**src/design/pgcr_pkg.sv**
```systemverilog
// ----------------------------------------------------------------------------
// pgcr_pkg
// Shared types and constants of the pixel graph crossing resolver.
// ----------------------------------------------------------------------------
package pgcr_pkg;

  typedef enum logic [1:0] {
    OP_WRITE   = 2'd0,
    OP_RESOLVE = 2'd1,
    OP_READ    = 2'd2,
    OP_NONE    = 2'd3
  } opcode_t;

  localparam logic CFG_WIDTH  = 1'b0;
  localparam logic CFG_HEIGHT = 1'b1;

  localparam int ISLAND_SCORE = 5;

  typedef enum logic [3:0] {
    ST_IDLE,
    ST_WRITE,
    ST_READ,
    ST_DONE,
    ST_RD_TL,
    ST_RD_TR,
    ST_RD_BL,
    ST_RD_BR,
    ST_EVAL,
    ST_WR_TL,
    ST_WR_TR,
    ST_WR_BL,
    ST_WR_BR,
    ST_STEP
  } state_t;

  // controller to datapath
  typedef struct packed {
    logic       load;       // latch input word and clear window position
    logic       mem_rd;
    logic       mem_wr;
    logic [1:0] corner;     // 0 tl, 1 tr, 2 bl, 3 br
    logic       use_input;  // address from the input word
    logic       capture;    // keep read data for the given corner
    logic       eval;       // count the current window when it is crossed
    logic       step;       // advance window position
    logic       finish;     // drive result strobe
  } ctrl_t;

  // datapath to controller
  typedef struct packed {
    opcode_t op;
    logic    in_image;
    logic    crossed;
    logic    last_window;
  } stat_t;

  function automatic logic one_hot8(input logic [7:0] m);
    return (m != 8'd0) && ((m & (m - 8'd1)) == 8'd0);
  endfunction

endpackage

```
**src/design/pgcr_ctrl.sv**
```systemverilog
// ----------------------------------------------------------------------------
// pgcr_ctrl
// Sequencer for write, read and the resolve window walk.
// ----------------------------------------------------------------------------
module pgcr_ctrl (
  input  logic             clk,
  input  logic             rst,
  input  logic             start,
  output logic             busy,
  input  pgcr_pkg::stat_t  stat,
  output pgcr_pkg::ctrl_t  ctrl
);

  pgcr_pkg::state_t state, state_next;

  always_ff @(posedge clk) begin
    if (rst) begin
      state <= pgcr_pkg::ST_IDLE;
    end else begin
      state <= state_next;
    end
  end

  always_comb begin
    state_next = state;
    case (state)
      pgcr_pkg::ST_IDLE: begin
        if (start) state_next = pgcr_pkg::ST_WRITE;
      end
      pgcr_pkg::ST_WRITE: begin
        case (stat.op)
          pgcr_pkg::OP_WRITE:   state_next = pgcr_pkg::ST_DONE;
          pgcr_pkg::OP_READ:    state_next = pgcr_pkg::ST_READ;
          pgcr_pkg::OP_RESOLVE: state_next = pgcr_pkg::ST_RD_TL;
          default:              state_next = pgcr_pkg::ST_DONE;
        endcase
      end
      pgcr_pkg::ST_READ:  state_next = pgcr_pkg::ST_DONE;
      pgcr_pkg::ST_DONE:  state_next = pgcr_pkg::ST_IDLE;
      pgcr_pkg::ST_RD_TL: state_next = pgcr_pkg::ST_RD_TR;
      pgcr_pkg::ST_RD_TR: state_next = pgcr_pkg::ST_RD_BL;
      pgcr_pkg::ST_RD_BL: state_next = pgcr_pkg::ST_RD_BR;
      pgcr_pkg::ST_RD_BR: state_next = pgcr_pkg::ST_EVAL;
      pgcr_pkg::ST_EVAL: begin
        state_next = stat.crossed ? pgcr_pkg::ST_WR_TL : pgcr_pkg::ST_STEP;
      end
      pgcr_pkg::ST_WR_TL: state_next = pgcr_pkg::ST_WR_TR;
      pgcr_pkg::ST_WR_TR: state_next = pgcr_pkg::ST_WR_BL;
      pgcr_pkg::ST_WR_BL: state_next = pgcr_pkg::ST_WR_BR;
      pgcr_pkg::ST_WR_BR: state_next = pgcr_pkg::ST_STEP;
      pgcr_pkg::ST_STEP: begin
        state_next = stat.last_window ? pgcr_pkg::ST_DONE : pgcr_pkg::ST_RD_TL;
      end
      default: state_next = pgcr_pkg::ST_IDLE;
    endcase
  end

  always_comb begin
    ctrl = '0;
    busy = (state != pgcr_pkg::ST_IDLE);
    case (state)
      pgcr_pkg::ST_IDLE: begin
        ctrl.load = start;
      end
      pgcr_pkg::ST_WRITE: begin
        ctrl.use_input = 1'b1;
        ctrl.mem_wr = (stat.op == pgcr_pkg::OP_WRITE) && stat.in_image;
        ctrl.mem_rd = (stat.op == pgcr_pkg::OP_READ);
      end
      pgcr_pkg::ST_READ: begin
        ctrl.use_input = 1'b1;
        ctrl.capture = 1'b1;
      end
      pgcr_pkg::ST_DONE: ctrl.finish = 1'b1;
      pgcr_pkg::ST_RD_TL: begin
        ctrl.mem_rd = 1'b1;
        ctrl.corner = 2'd0;
      end
      pgcr_pkg::ST_RD_TR: begin
        ctrl.mem_rd = 1'b1;
        ctrl.corner = 2'd1;
        ctrl.capture = 1'b1;
      end
      pgcr_pkg::ST_RD_BL: begin
        ctrl.mem_rd = 1'b1;
        ctrl.corner = 2'd2;
        ctrl.capture = 1'b1;
      end
      pgcr_pkg::ST_RD_BR: begin
        ctrl.mem_rd = 1'b1;
        ctrl.corner = 2'd3;
        ctrl.capture = 1'b1;
      end
      pgcr_pkg::ST_EVAL: begin
        ctrl.corner = 2'd3;
        ctrl.capture = 1'b1;
        ctrl.eval = 1'b1;
      end
      pgcr_pkg::ST_WR_TL: begin
        ctrl.mem_wr = 1'b1;
        ctrl.corner = 2'd0;
      end
      pgcr_pkg::ST_WR_TR: begin
        ctrl.mem_wr = 1'b1;
        ctrl.corner = 2'd1;
      end
      pgcr_pkg::ST_WR_BL: begin
        ctrl.mem_wr = 1'b1;
        ctrl.corner = 2'd2;
      end
      pgcr_pkg::ST_WR_BR: begin
        ctrl.mem_wr = 1'b1;
        ctrl.corner = 2'd3;
      end
      pgcr_pkg::ST_STEP: ctrl.step = 1'b1;
      default: ;
    endcase
  end

`ifndef SYNTHESIS
  a_done_once: assert property (@(posedge clk) disable iff (rst)
    ctrl.finish |=> !ctrl.finish)
    else $error("result strobe repeated");
  a_start_load: assert property (@(posedge clk) disable iff (rst)
    (start && !busy) |=> (state == pgcr_pkg::ST_WRITE))
    else $error("accepted word not taken");
  a_no_rw: assert property (@(posedge clk) disable iff (rst)
    !(ctrl.mem_rd && ctrl.mem_wr))
    else $error("read and write together");
`endif

endmodule

```
**config.mk**
```make
export PLATFORM = sky130hd
export DESIGN_NAME = pgcr_ctrl
export DESIGN_NICKNAME = d
export VERILOG_FILES = /design/src/design/pgcr_pkg.sv /design/src/design/pgcr_ctrl.sv
export SDC_FILE = /design/constraint.sdc
export NUM_CORES = 1
export LEC_CHECK = 0
export BUFFER_PORTS_ARGS = -buffer_cell sky130_fd_sc_hd__buf_2
export CORE_AREA = 2 2 39 41
export CTS_CLUSTER_DIAMETER = 200
export CTS_CLUSTER_SIZE = 10
export DETAILED_ROUTE_END_ITERATION = 12
export DIE_AREA = 0 0 41 43
export GPL_TIMING_DRIVEN = 0
export PLACE_DENSITY = 0.63
export SETUP_SLACK_MARGIN = 0.1
export SYNTH_ARGS = -nofsm -noshare
export SYNTH_HDL_FRONTEND = slang
export SYNTH_SLANG_ARGS = --single-unit
```
**constraint.sdc**
```tcl
create_clock -name clk -period 2.5 [get_ports clk]
set_input_delay 0.375 -clock clk [delete_from_list [all_inputs] [get_ports clk]]
set_output_delay 0.375 -clock clk [all_outputs]
set_load 0.02 [all_outputs]
```
Word level (Yosys, flattened, before mapping)
Index checks and enable logic that the tools add are counted.

storage, ports and cells
  register bits after elaboration = 4
  bits of input ports = 8
  output and inout bits = 11
  logic and storage cells = 42

cells by class
  equality and inequality tests = 16
  multiplexer cells = 14
  reductions and logical operators = 11

operators by type and width
  cell                                                 count
  one-hot mux 4 bit (13 select lines)                  1
  equality test 4 bit, second input constant           6
  equality test 4 x 3 -> 1 bit, second input constant  4
  equality test 4 x 2 -> 1 bit, second input constant  2
  OR reduction 4 bit                                   2
  2-to-1 mux 1 bit                                     6
  2-to-1 mux 3 bit                                     2
  one-hot mux 2 bit (3 select lines)                   1
  one-hot mux 3 bit (2 select lines)                   1
  OR reduction 2 bit                                   3
  OR reduction 5 bit                                   1
  equality test 4 x 1 -> 1 bit, second input constant  1
  zero test 4 bit                                      1
  2-to-1 mux 4 bit                                     1
  one-hot mux 1 bit (2 select lines)                   2
  nonzero test 4 bit                                   1
  OR reduction 3 bit                                   1
  equality test 2 x 1 -> 1 bit, second input constant  1
  equality test 2 bit, second input constant           1
  zero test 2 bit                                      1
  inequality test 2 bit, second input constant         1
  logical AND 1 bit                                    1

Depth between registers and ports, before layout
Gate-level depths: netlist (run 1).

  depth in word-level cells = 3
  depth in mapped cells = 5
  gate-level depth less buffers = 5

Least setup slack after synthesis (run 1)
OpenSTA, ideal clock, no wires.

  path kind = register to output
  from = register state[0]
  to = output ctrl[3] in the netlist's numbering
  arrival = 1.271 ns
  required time = 2.125 ns
  slack = 0.854 ns
  cell stages (with the launch flop) = 5
  path buffers = 1
  cells stage by stage = dfxtp_1 or2_1 buf_6 nor3b_4 o21bai_1

RTL lines
  item                      line             RTL
  start: declaration        pgcr_ctrl.sv:14  pgcr_pkg::state_t state, state_next;
  start signal: assignment  pgcr_ctrl.sv:18  state <= pgcr_pkg::ST_IDLE;
  start signal: assignment  pgcr_ctrl.sv:20  state <= state_next;
  end: declaration          pgcr_ctrl.sv:11  output pgcr_pkg::ctrl_t ctrl

==> run metrics, run 1 <==
outcome=complete, no violations; minimum clock period=between 1500 and 2000 ps; met2 GRT Util=25.31%; crit-path max FO=10; Reg2Reg Depth=4; crit path capture type=primary output; clock power share=approximately a quarter; Sequential Power Share=about a quarter; drt drc=0; Synth Net Count=77; Synth Area in Simple Gates=27.84%; layout cells sized above 1=37.21%; Core Util, Final=44.67%; Cell Area, Synth=approximately 490 sq um; Pleak=about 0.32 nW; Net Sw Frac=41.15%; die height=roughly 43 microns; slew margin rel.=71.41%; Wirelength per Cell=approximately 12 microns; DIE WIDTH=just over 40 microns; max reg flops=4; Die ar.=1763 sq um; mux share of post-synthesis cell area=between 2 and 2.5%; vias=530; GRT overflow=0; synth cell count leaders=nand2_1 (9), a21oi_1 (6); Layout Cells excl Fill=slightly above 100; largest registers=state x4; CTS Hold Bufs=0; Final Max Slew Viols=0; IR drop worst, VDD=approximately 0.26 mV; H-Tree Depth=1; Worst Hold Endpoint=state[3]; HP Start=rst; clock sinks=4; number of synthesized flops with an enable pin=0; fill cell count=154; biggest area consumer among synthesized cells=dfxtp_1; IO Pins=19; row cnt=14; Clk pin slew, worst setup/hold paths=40 ps; drt pass-1 iters=4; CTS tree=done; asr flop ratio synth=0%; placed insts=slightly below 100; top cells by area, synth=dfxtp_1 (16%), ha_1 (10%), nand2_1 (7.0%), a21oi_1 (6.2%), buf_6 (4.6%); Setup crit start kind=flip-flop; Post-Synth XOR/XNOR Area=1.804%; Critical Path RT=roughly 2100 ps; number of port buffers=18; number of synthesized register bits=4; half-perimeter wire length after placement=~880 microns; final setup skew=about 8.4 ps; Final ANT Viol Nets=0; number of global-route vias before repair=~480; r2r setup slk=~1200 ps; most frequent cell after synthesis=nand2_1; crit-path cells=buf_6 > clkbuf_1 > a32oi_1 > o22ai_1 > buf_2; core area=1384 sq um; Inserted Clock Buffers=3; reg2reg start=state[3]; Most flops, register=state; cell depth of the worst hold path=2; Total Routed Length=approximately 1200 microns; final design area excluding fillers=618.1 sq um; Final Hold Viols=0; layer carrying the most global-route usage=met2; post-synthesis cell count=65; setup TNS=0 ps; Detailed Route Iter0 Violations=2; post-synthesis compound-gate area fraction=30.41%; unrepaired setup endpoints after global routing=no; Synth top area share=between 15 and 20%; post_cts resized=0; DP Area=595.6 sq um; clock latency on the worst-skew pair=between 200 and 250 ps; Main synth FF type=dfxtp_1; Setup Fix Bufs, Post-CTS=0; largest family of logic cells by synthesized area=compound AO/OA/AOI/OAI gates; Initial Utilization=35.08%; CTS root buf=clkbuf_4; gpl congestion=roughly 0.83; Critical Path AT=about 1500 ps; syn avg cell area=about 7.5 sq um; initial antenna violation count=0; Worst-Margin Slew=428.8 ps; Pint=185.4 uW; Worst Hold Class=in -> reg; largest net degree at the start of global routing=11; layout net count=100; GRT met1 Usage=around a fifth; ANT cells=0; period utilization=between 70% and 80%; post-synthesis cell type count=32; CP max-delay cell=clkbuf_1; CP peak stage delay=approximately 360 ps; # setup viols final=0; Clock Tree Buf Depth=2; met3 Resource Use GR=6.283%; sequential area share after synthesis=about 16%; P&R area growth vs syn=27.32%; first-pass GRT wire length=a little under 2000 microns; Vias/cell=roughly 5.2; combinational share of power=between 40% and 50%; yosys warns=0; Switch Pwr=about 130 uW; type of the worst setup path=reg -> out; total track usage=between 10% and 20%; MaxCap Viol Count=0; Max Fclk=532.9 MHz; Reg-to-Reg End=state[2]; pwr/cell area=roughly 500 nW/um^2; Synth Area in Adders=between 10 and 15%
-- how the worst max path moves through the flow --
stage	from	end	slack (ps)	cells after the start
after CTS	state[3]	ctrl[7]	640	5
after floorplan	state[0]	ctrl[3]	850	4
final	state[3]	ctrl[7]	620	5
after global routing	state[3]	ctrl[5]	500	5
after detailed placement	state[3]	ctrl[7]	910	5
after global placement	state[0]	ctrl[3]	920	5
-- cells by family after synthesis --
logic type               Yosys count
AND/OR/NAND/NOR                   25
buffers and inverters              9
adder cells (fa/ha/maj)            4
AO/OA/AOI/OAI                     21
flip-flops                         4
XOR/XNOR                           1
multiplexers                       1
-- per-layer routing --
metal | wire length [microns] | share of wire (%)
met1 | 543 | 46
met2 | 600 | 50
met3 | 49 | 4.1
met4 | 0 | 0
met5 | 0 | 0
-- cell usage in the layout, fill, tap and decap left out, types with 2 or more instances in the layout --
cell type	instances
dfxtp_1	4
a32oi_1	2
buf_2	22
nand2_1	9
o21ai_0	2
buf_6	2
nor2b_1	3
clkbuf_4	3
nor2_1	4
inv_1	2
ha_1	4
nor3_1	2
and3_1	2
a21oi_1	6
-- power by group through the flow --
stage	Sequential [mW]	Clock [mW]	Combinational [mW]
finish	0.0784	0.0841	0.153
global route	0.0792	0.0912	0.170
CTS	0.0782	0.0872	0.153
detailed placement	0.0792	0	0.152
global placement	0.0794	0	0.150
floorplan	0.0769	0	0.114
-- stage by stage --
stage	power, mW	worst slack [ps]	hold WS [ps]
floorplan	0.1908	854.1	447.4
global placement	0.2299	919.4	552.4
detailed placement	0.2317	908.3	561.8
CTS	0.3184	639.2	305.7
global route	0.3408	503.2	315.7
finish	0.3150	623.4	304.4
-- layout make-up --
type / count / area [sq um] / share of cell area [%]
Timing Repair Buffer: 18 / 90.09 / 14.57
Inverter: 2 / 7.507 / 1.215
Clock buffer: 3 / 22.52 / 3.644
Buffer: 7 / 46.29 / 7.490
Sequential cell: 4 / 80.08 / 12.96
Multi-Input combinational cell: 52 / 351.6 / 56.88
Tap cell: 16 / 20.02 / 3.239
-- worst max-delay path: cells and delay by family, from the launching register on --
| family | cells | cell delay, ps |
|---|---|---|
| buf+inv | 3 | 690 |
| flops | 1 | 330 |
| compound gates | 2 | 250 |
No activity file was read; power rests on OpenSTA's default activity.
==> run 2, diff against run 1 <==
PLACE_DENSITY = 0.65   (was 0.63)
clock period = 1.6 ns   (was 2.5 ns; I/O delays follow)
==> run 2 against run 1 <==
Effect of this change:
- the flow now finishes with violations (setup timing)
- die area is the same
- global-route usage grew 2.0 points
- clock power grew 55%
- final cell count grew 5.9%
- clock skew is essentially flat
- combinational power grew 100%
- first-iteration DRC count grew to 8.0 times the previous value
- critical endpoint is now ctrl[3]
- largest cell class unchanged
- highest routed layer is now met4
==> run metrics, run 2 (synthesized netlist as in run 1, its figures left out) <==
ANT cells=0 (unchanged); CP bufs+invs=2 (was 3); Crit path max-delay family=simple AND/OR/NAND/NOR gates (was buffers and inverters); Most flops, register=state (unchanged); final setup skew=8.323 ps (was 8.432 ps); reg2reg start=state[1] (was state[3]); CTS Hold Bufs=0 (unchanged); Clock Tree Buf Depth=2 (unchanged); failing checks=setup timing; Critical Path AT=1410 ps (was 1500 ps); Total Routed Length=1440 microns (was 1193 microns); Setup crit start kind=flip-flop (unchanged); vias=601 (was 530); DIE WIDTH=41 microns (unchanged); Max Fclk=606.5 MHz; pwr/cell area=750.5 nW/um^2 (was 509.7 nW/um^2); Pleak=0.3732 nW (was 0.3224 nW); Final Total Pwr=561.6 uW (was 315.0 uW); GRT overflow=0 (unchanged); Final Hold Viols=0 (unchanged); half-perimeter wire length after placement=878.9 microns (was 879 microns); outcome=complete, but fails checks (was complete, no violations); minimum clock period=1649 ps; Inserted Clock Buffers=3 (unchanged); Detailed Route Iter0 Violations=16 (was 2); Initial Utilization=35.08% (unchanged); combinational share of power=55.4% (was 48.4%); Worst Hold Class=in -> reg (unchanged); Reg-to-Reg End=state[1] (was state[2]); Wirelength per Cell=13.33 microns (was 11.70 microns); crit-path max FO=5 (was 10); type of the worst setup path=reg -> out (unchanged); Final Max Slew Viols=0 (unchanged); first-pass GRT wire length=2125 microns (was 1925 microns); Die ar.=1763 sq um (unchanged); initial antenna violation count=0 (unchanged); crit-path cells=or2_1 > buf_6 > nor3b_4 > o21bai_4 > buf_6 (was buf_6 > clkbuf_1 > a32oi_1 > o22ai_1 > buf_2); # setup viols final=2 (was 0); row cnt=14 (unchanged); total track usage=17.75% (was 15.75%); Switch Pwr=223.3 uW (was 129.6 uW); number of port buffers=18 (unchanged); pre-CTS setup slack=131.4 ps (was 908.3 ps); slew margin rel.=82.14% (was 71.41%); layout cells sized above 1=50.00% (was 37.21%); commonest non-fill, non-tap cells in the layout=buf_2 (14), buf_4 (9), nand2_1 (8), buf_6 (7), a21oi_1 (6) (was buf_2 (22), nand2_1 (9), a21oi_1 (6)); max reg flops=4 (unchanged); cell depth of the worst hold path=2 (unchanged); Final ANT Viol Nets=0 (unchanged); CP peak stage delay=340 ps (was 360 ps); r2r setup slk=170 ps (was 1200 ps); Sequential Power Share=21.4% (was 24.9%); crit path capture type=primary output (unchanged); H-Tree Depth=1 (unchanged); largest net degree at the start of global routing=11 (unchanged); clock power share=23.2% (was 26.7%); CP max-delay cell=dfxtp_4 (was clkbuf_1); fill cell count=133 (was 154); commonest non-fill, non-tap cell in the layout=buf_2 (unchanged); gpl congestion=0.7447 (was 0.8302); clock latency on the worst-skew pair=240 ps (about the same); number of global-route vias before repair=525 (was 479); Vias/cell=5.565 (was 5.196); Pint=338.2 uW (was 185.4 uW); CTS root buf=clkbuf_4 (unchanged); Worst Hold Endpoint=state[3] (unchanged); layout net count=106 (was 100); drt pass-1 iters=4 (unchanged); MaxCap Viol Count=0 (unchanged); HP Start=rst (unchanged); unrepaired setup endpoints after global routing=yes (was no); Net Sw Frac=39.77% (was 41.15%); Worst-Margin Slew=260.4 ps (was 428.8 ps); CTS tree=done (unchanged); IR drop worst, VDD=0.5258 mV (was 0.2632 mV); core area=1384 sq um (unchanged); die height=43 microns (unchanged); drt drc=0 (unchanged); Reg2Reg Depth=7 (was 4); largest registers=state x4 (unchanged); Critical Path Most Common Cell=buf_6; clock sinks=4 (unchanged); P&R area growth vs syn=54.12% (was 27.32%); Clk pin slew, worst setup/hold paths=40 ps (about the same); IO Pins=19 (unchanged); Critical Path RT=1360 ps (was 2120 ps); period utilization=103.1%; setup ws final=-48.84 ps (was 623.4 ps)
## run 2: changes by cell type in the layout (fill, tap and decap cells not counted), sizes merged
cell,change
buf,+7
clkbuf,-1
## run 2: layer usage
layer | wire length, microns | global-route usage (%) | up-vias
li1 | - | - | 285
met1 | 581 | 18.27 | 293
met2 | 769 | 30.00 | 19
met3 | 69 | 7.330 | 4
met4 | 19 | 6.667 | 0
met5 | 0 | 0 | -
## run 2: worst reg2reg max path: cells and delay by family (launching register included)
family                 cells  cell delay (ps)
AOI/OAI and AO/OA          2              210
buffers and inverters      3              390
and+or+nand+nor            2              380
DFF                        1              340
## run 2: how the worst max path moves through the flow
stage / startpoint / endpoint / slack (ps) / cells past startpoint
4_1_cts: state[1] / ctrl[3] / -30 / 5
3_3_place_gp: state[3] / ctrl[7] / 150 / 5
5_1_grt: state[1] / ctrl[3] / -90 / 5
3_5_place_dp: state[3] / ctrl[7] / 130 / 5
2_1_floorplan: state[3] / ctrl[5] / 100 / 4
6_report: state[1] / ctrl[3] / -50 / 5
## run 2: through the flow
step / hold slack, ps / setup TNS [ps] / area (sq um) / instances / utilization [%]
3_3_place_gp: 416.1 / 0 / 599.3 / 99 / 43.31
3_5_place_dp: 418.7 / 0 / 599.3 / 99 / 43.31
4_1_cts: 163.9 / -31.27 / 706.9 / 106 / 51.09
5_1_grt: 166.4 / -233.6 / 748.2 / 108 / 54.07
6_report: 164.2 / -65.72 / 748.2 / 108 / 54.07
2_1_floorplan: 312.4 / 0 / 489.2 / 65 / -
## run 2: repair_timing
| item | CTS | global route |
|---|---|---|
| setup buffers | 4 | 2 |
| pin swaps | 4 | 1 |
| gates resized for setup | 18 | 12 |
| setup endpoints to repair | 9 | 9 |
## run 2: layout make-up
cell class	instances	area (sq um)	area share (%)
tap	16	20.02	2.676
buffer	7	72.57	9.699
multi-input combinational	52	379.1	50.67
sequential	4	87.58	11.71
inverter	2	7.507	1.003
clock buffer	3	22.52	3.010
timing repair buffer	24	158.9	21.24
## run 2: power by group through the flow
stage	sequential [mW]	combinational (mW)	clock (mW)
2_1_floorplan	0.120	0.179	0
3_3_place_gp	0.124	0.235	0
3_5_place_dp	0.125	0.239	0
4_1_cts	0.120	0.285	0.133
5_1_grt	0.121	0.335	0.147
6_report	0.120	0.311	0.130
==> run 3, diff against run 2 <==
PLACE_DENSITY = 0.67   (was 0.65)
==> run 3 against run 2 <==
Effect of this change:
- the flow still finishes with violations (setup timing)
- clock skew shrank 2.0 ps
- design area shrank 3.2%
- sequential share of layout area grew 0.38 points
- setup slack gained 32 ps
- register-to-register slack gained 110 ps
- non-clock buffer count shrank 2
- largest cell class unchanged
==> run metrics, run 3 (synthesized netlist as in run 1, its figures left out) <==
total track usage=16.87% (was 17.75%); Max Fclk=618.5 MHz (was 606.5 MHz); largest registers=state x4 (unchanged); DIE WIDTH=41 microns (unchanged); crit-path max FO=5 (unchanged); Setup crit start kind=flip-flop (unchanged); initial antenna violation count=0 (unchanged); P&R area growth vs syn=49.23% (was 54.12%); core area=1384 sq um (unchanged); clock sinks=4 (unchanged); drt pass-1 iters=4 (unchanged); commonest non-fill, non-tap cell in the layout=buf_2 (unchanged); Worst Hold Endpoint=state[3] (unchanged); clock latency on the worst-skew pair=230 ps (was 240 ps); max reg flops=4 (unchanged); first-pass GRT wire length=2118 microns (was 2125 microns); crit path capture type=primary output (unchanged); Reg-to-Reg End=state[1] (unchanged); failing checks=setup timing (unchanged); layout cells sized above 1=47.78% (was 50.00%); Clock Tree Buf Depth=2 (unchanged); outcome=complete, but fails checks (unchanged); half-perimeter wire length after placement=887.1 microns (was 878.9 microns); type of the worst setup path=reg -> out (unchanged); Most flops, register=state (unchanged); commonest non-fill, non-tap cells in the layout=buf_2 (14), nand2_1 (9), buf_4 (7), buf_6 (6), a21oi_1 (6) (was buf_2 (14), buf_4 (9), nand2_1 (8), buf_6 (7), a21oi_1 (6)); number of port buffers=18 (unchanged); ANT cells=0 (unchanged); Total Routed Length=1347 microns (was 1440 microns); Detailed Route Iter0 Violations=6 (was 16); setup ws final=-16.86 ps (was -48.84 ps); reg2reg start=state[1] (unchanged); CTS root buf=clkbuf_4 (unchanged); Pleak=0.3615 nW (was 0.3732 nW); fill cell count=130 (was 133); layout net count=104 (was 106); number of global-route vias before repair=526 (was 525); Wirelength per Cell=12.71 microns (was 13.33 microns); Initial Utilization=35.08% (unchanged); Final Total Pwr=546.3 uW (was 561.6 uW); final setup skew=6.308 ps (was 8.323 ps); drt drc=0 (unchanged); Critical Path AT=1380 ps (was 1410 ps); period utilization=101.1% (was 103.1%); minimum clock period=1617 ps (was 1649 ps); Clk pin slew, worst setup/hold paths=40 ps (about the same); HP Start=rst (unchanged); gpl congestion=0.7411 (was 0.7447); r2r setup slk=280 ps (was 170 ps); CTS tree=done (unchanged); cell depth of the worst hold path=2 (unchanged); slew margin rel.=82.55% (was 82.14%); Final Max Slew Viols=0 (unchanged); setup TNS=-16.86 ps (was -65.72 ps); Critical Path RT=1360 ps (about the same); IO Pins=19 (unchanged); Final Hold Viols=0 (unchanged); Worst-Margin Slew=254.5 ps (was 260.4 ps); Reg2Reg Depth=6 (was 7); Final ANT Viol Nets=0 (unchanged); IR drop worst, VDD=0.4143 mV (was 0.5258 mV); row cnt=14 (unchanged); H-Tree Depth=1 (unchanged); largest net degree at the start of global routing=11 (unchanged); pwr/cell area=754.1 nW/um^2 (was 750.5 nW/um^2); Inserted Clock Buffers=3 (unchanged); Die ar.=1763 sq um (unchanged); # setup viols final=1 (was 2); vias=563 (was 601); GRT overflow=0 (unchanged); Vias/cell=5.311 (was 5.565); MaxCap Viol Count=0 (unchanged); die height=43 microns (unchanged); unrepaired setup endpoints after global routing=yes (unchanged); Worst Hold Class=in -> reg (unchanged)
==> run 3: timing repair <==
| action | in CTS | in global routing |
|---|---|---|
| hold buffers | 0 | 0 |
| endpoints found under the setup margin | 9 | 9 |
| buffers inserted | 4 | 0 |
| pin swaps | 5 | 2 |
| resized for setup | 17 | 8 |
| gates cloned | 0 | 0 |
==> run 3: layout make-up <==
class / instances / area [sq um] / share of cell area [%]
repair buffers: 22 / 140.1 / 19.34
multi-input cells: 52 / 375.4 / 51.81
clock buffers: 3 / 22.52 / 3.109
well taps: 16 / 20.02 / 2.763
plain buffers: 7 / 71.32 / 9.845
flip-flops and latches: 4 / 87.58 / 12.09
inverters: 2 / 7.507 / 1.036
==> run 3: through the flow <==
step | utilization [%] | instances | area (sq um) | worst slack (ps) | hold slack (ps)
2_1_floorplan | - | 65 | 489.2 | 101.6 | 312.4
3_3_place_gp | 43.31 | 99 | 599.3 | 153.2 | 417.1
3_5_place_dp | 43.31 | 99 | 599.3 | 129.8 | 422.1
4_1_cts | 50.90 | 106 | 704.4 | -18.69 | 175.5
5_1_grt | 52.35 | 106 | 724.4 | -70.22 | 185.8
6_report | 52.35 | 106 | 724.4 | -16.86 | 173.1
==> run 3: per-layer routing <==
layer  routed length, microns  global-route usage, %  up-vias  share of wire (%)
li1                         -                      -      282                  -
met1                      563                  18.65      262                 42
met2                      712                  30.63       15                 53
met3                       44                  3.141        4                3.3
met4                       28                  4.000        0                2.1
met5                        0                      0        -                  0
==> run 3: critical path: stages (launching register included) <==
cell	delay [ps]
dfxtp_4	340
or2_1	230
buf_6	130
nor3b_4	170
o21bai_4	140
buf_6	120
==> run 3: power breakdown <==
group,internal [mW],switching (mW)
registers,0.112,0.00869
logic,0.136,0.167
clock network,0.0837,0.0391
total,0.332,0.215
==> run 3: how the worst max path moves through the flow <==
stage	slack [ps]	start	depth (start not counted)	to
floorplan	100	state[3]	4	ctrl[5]
finish	-20	state[1]	5	ctrl[3]
detailed placement	130	state[3]	5	ctrl[7]
CTS	-20	state[1]	5	ctrl[3]
global route	-70	state[1]	5	ctrl[3]
global placement	150	state[3]	5	ctrl[7]
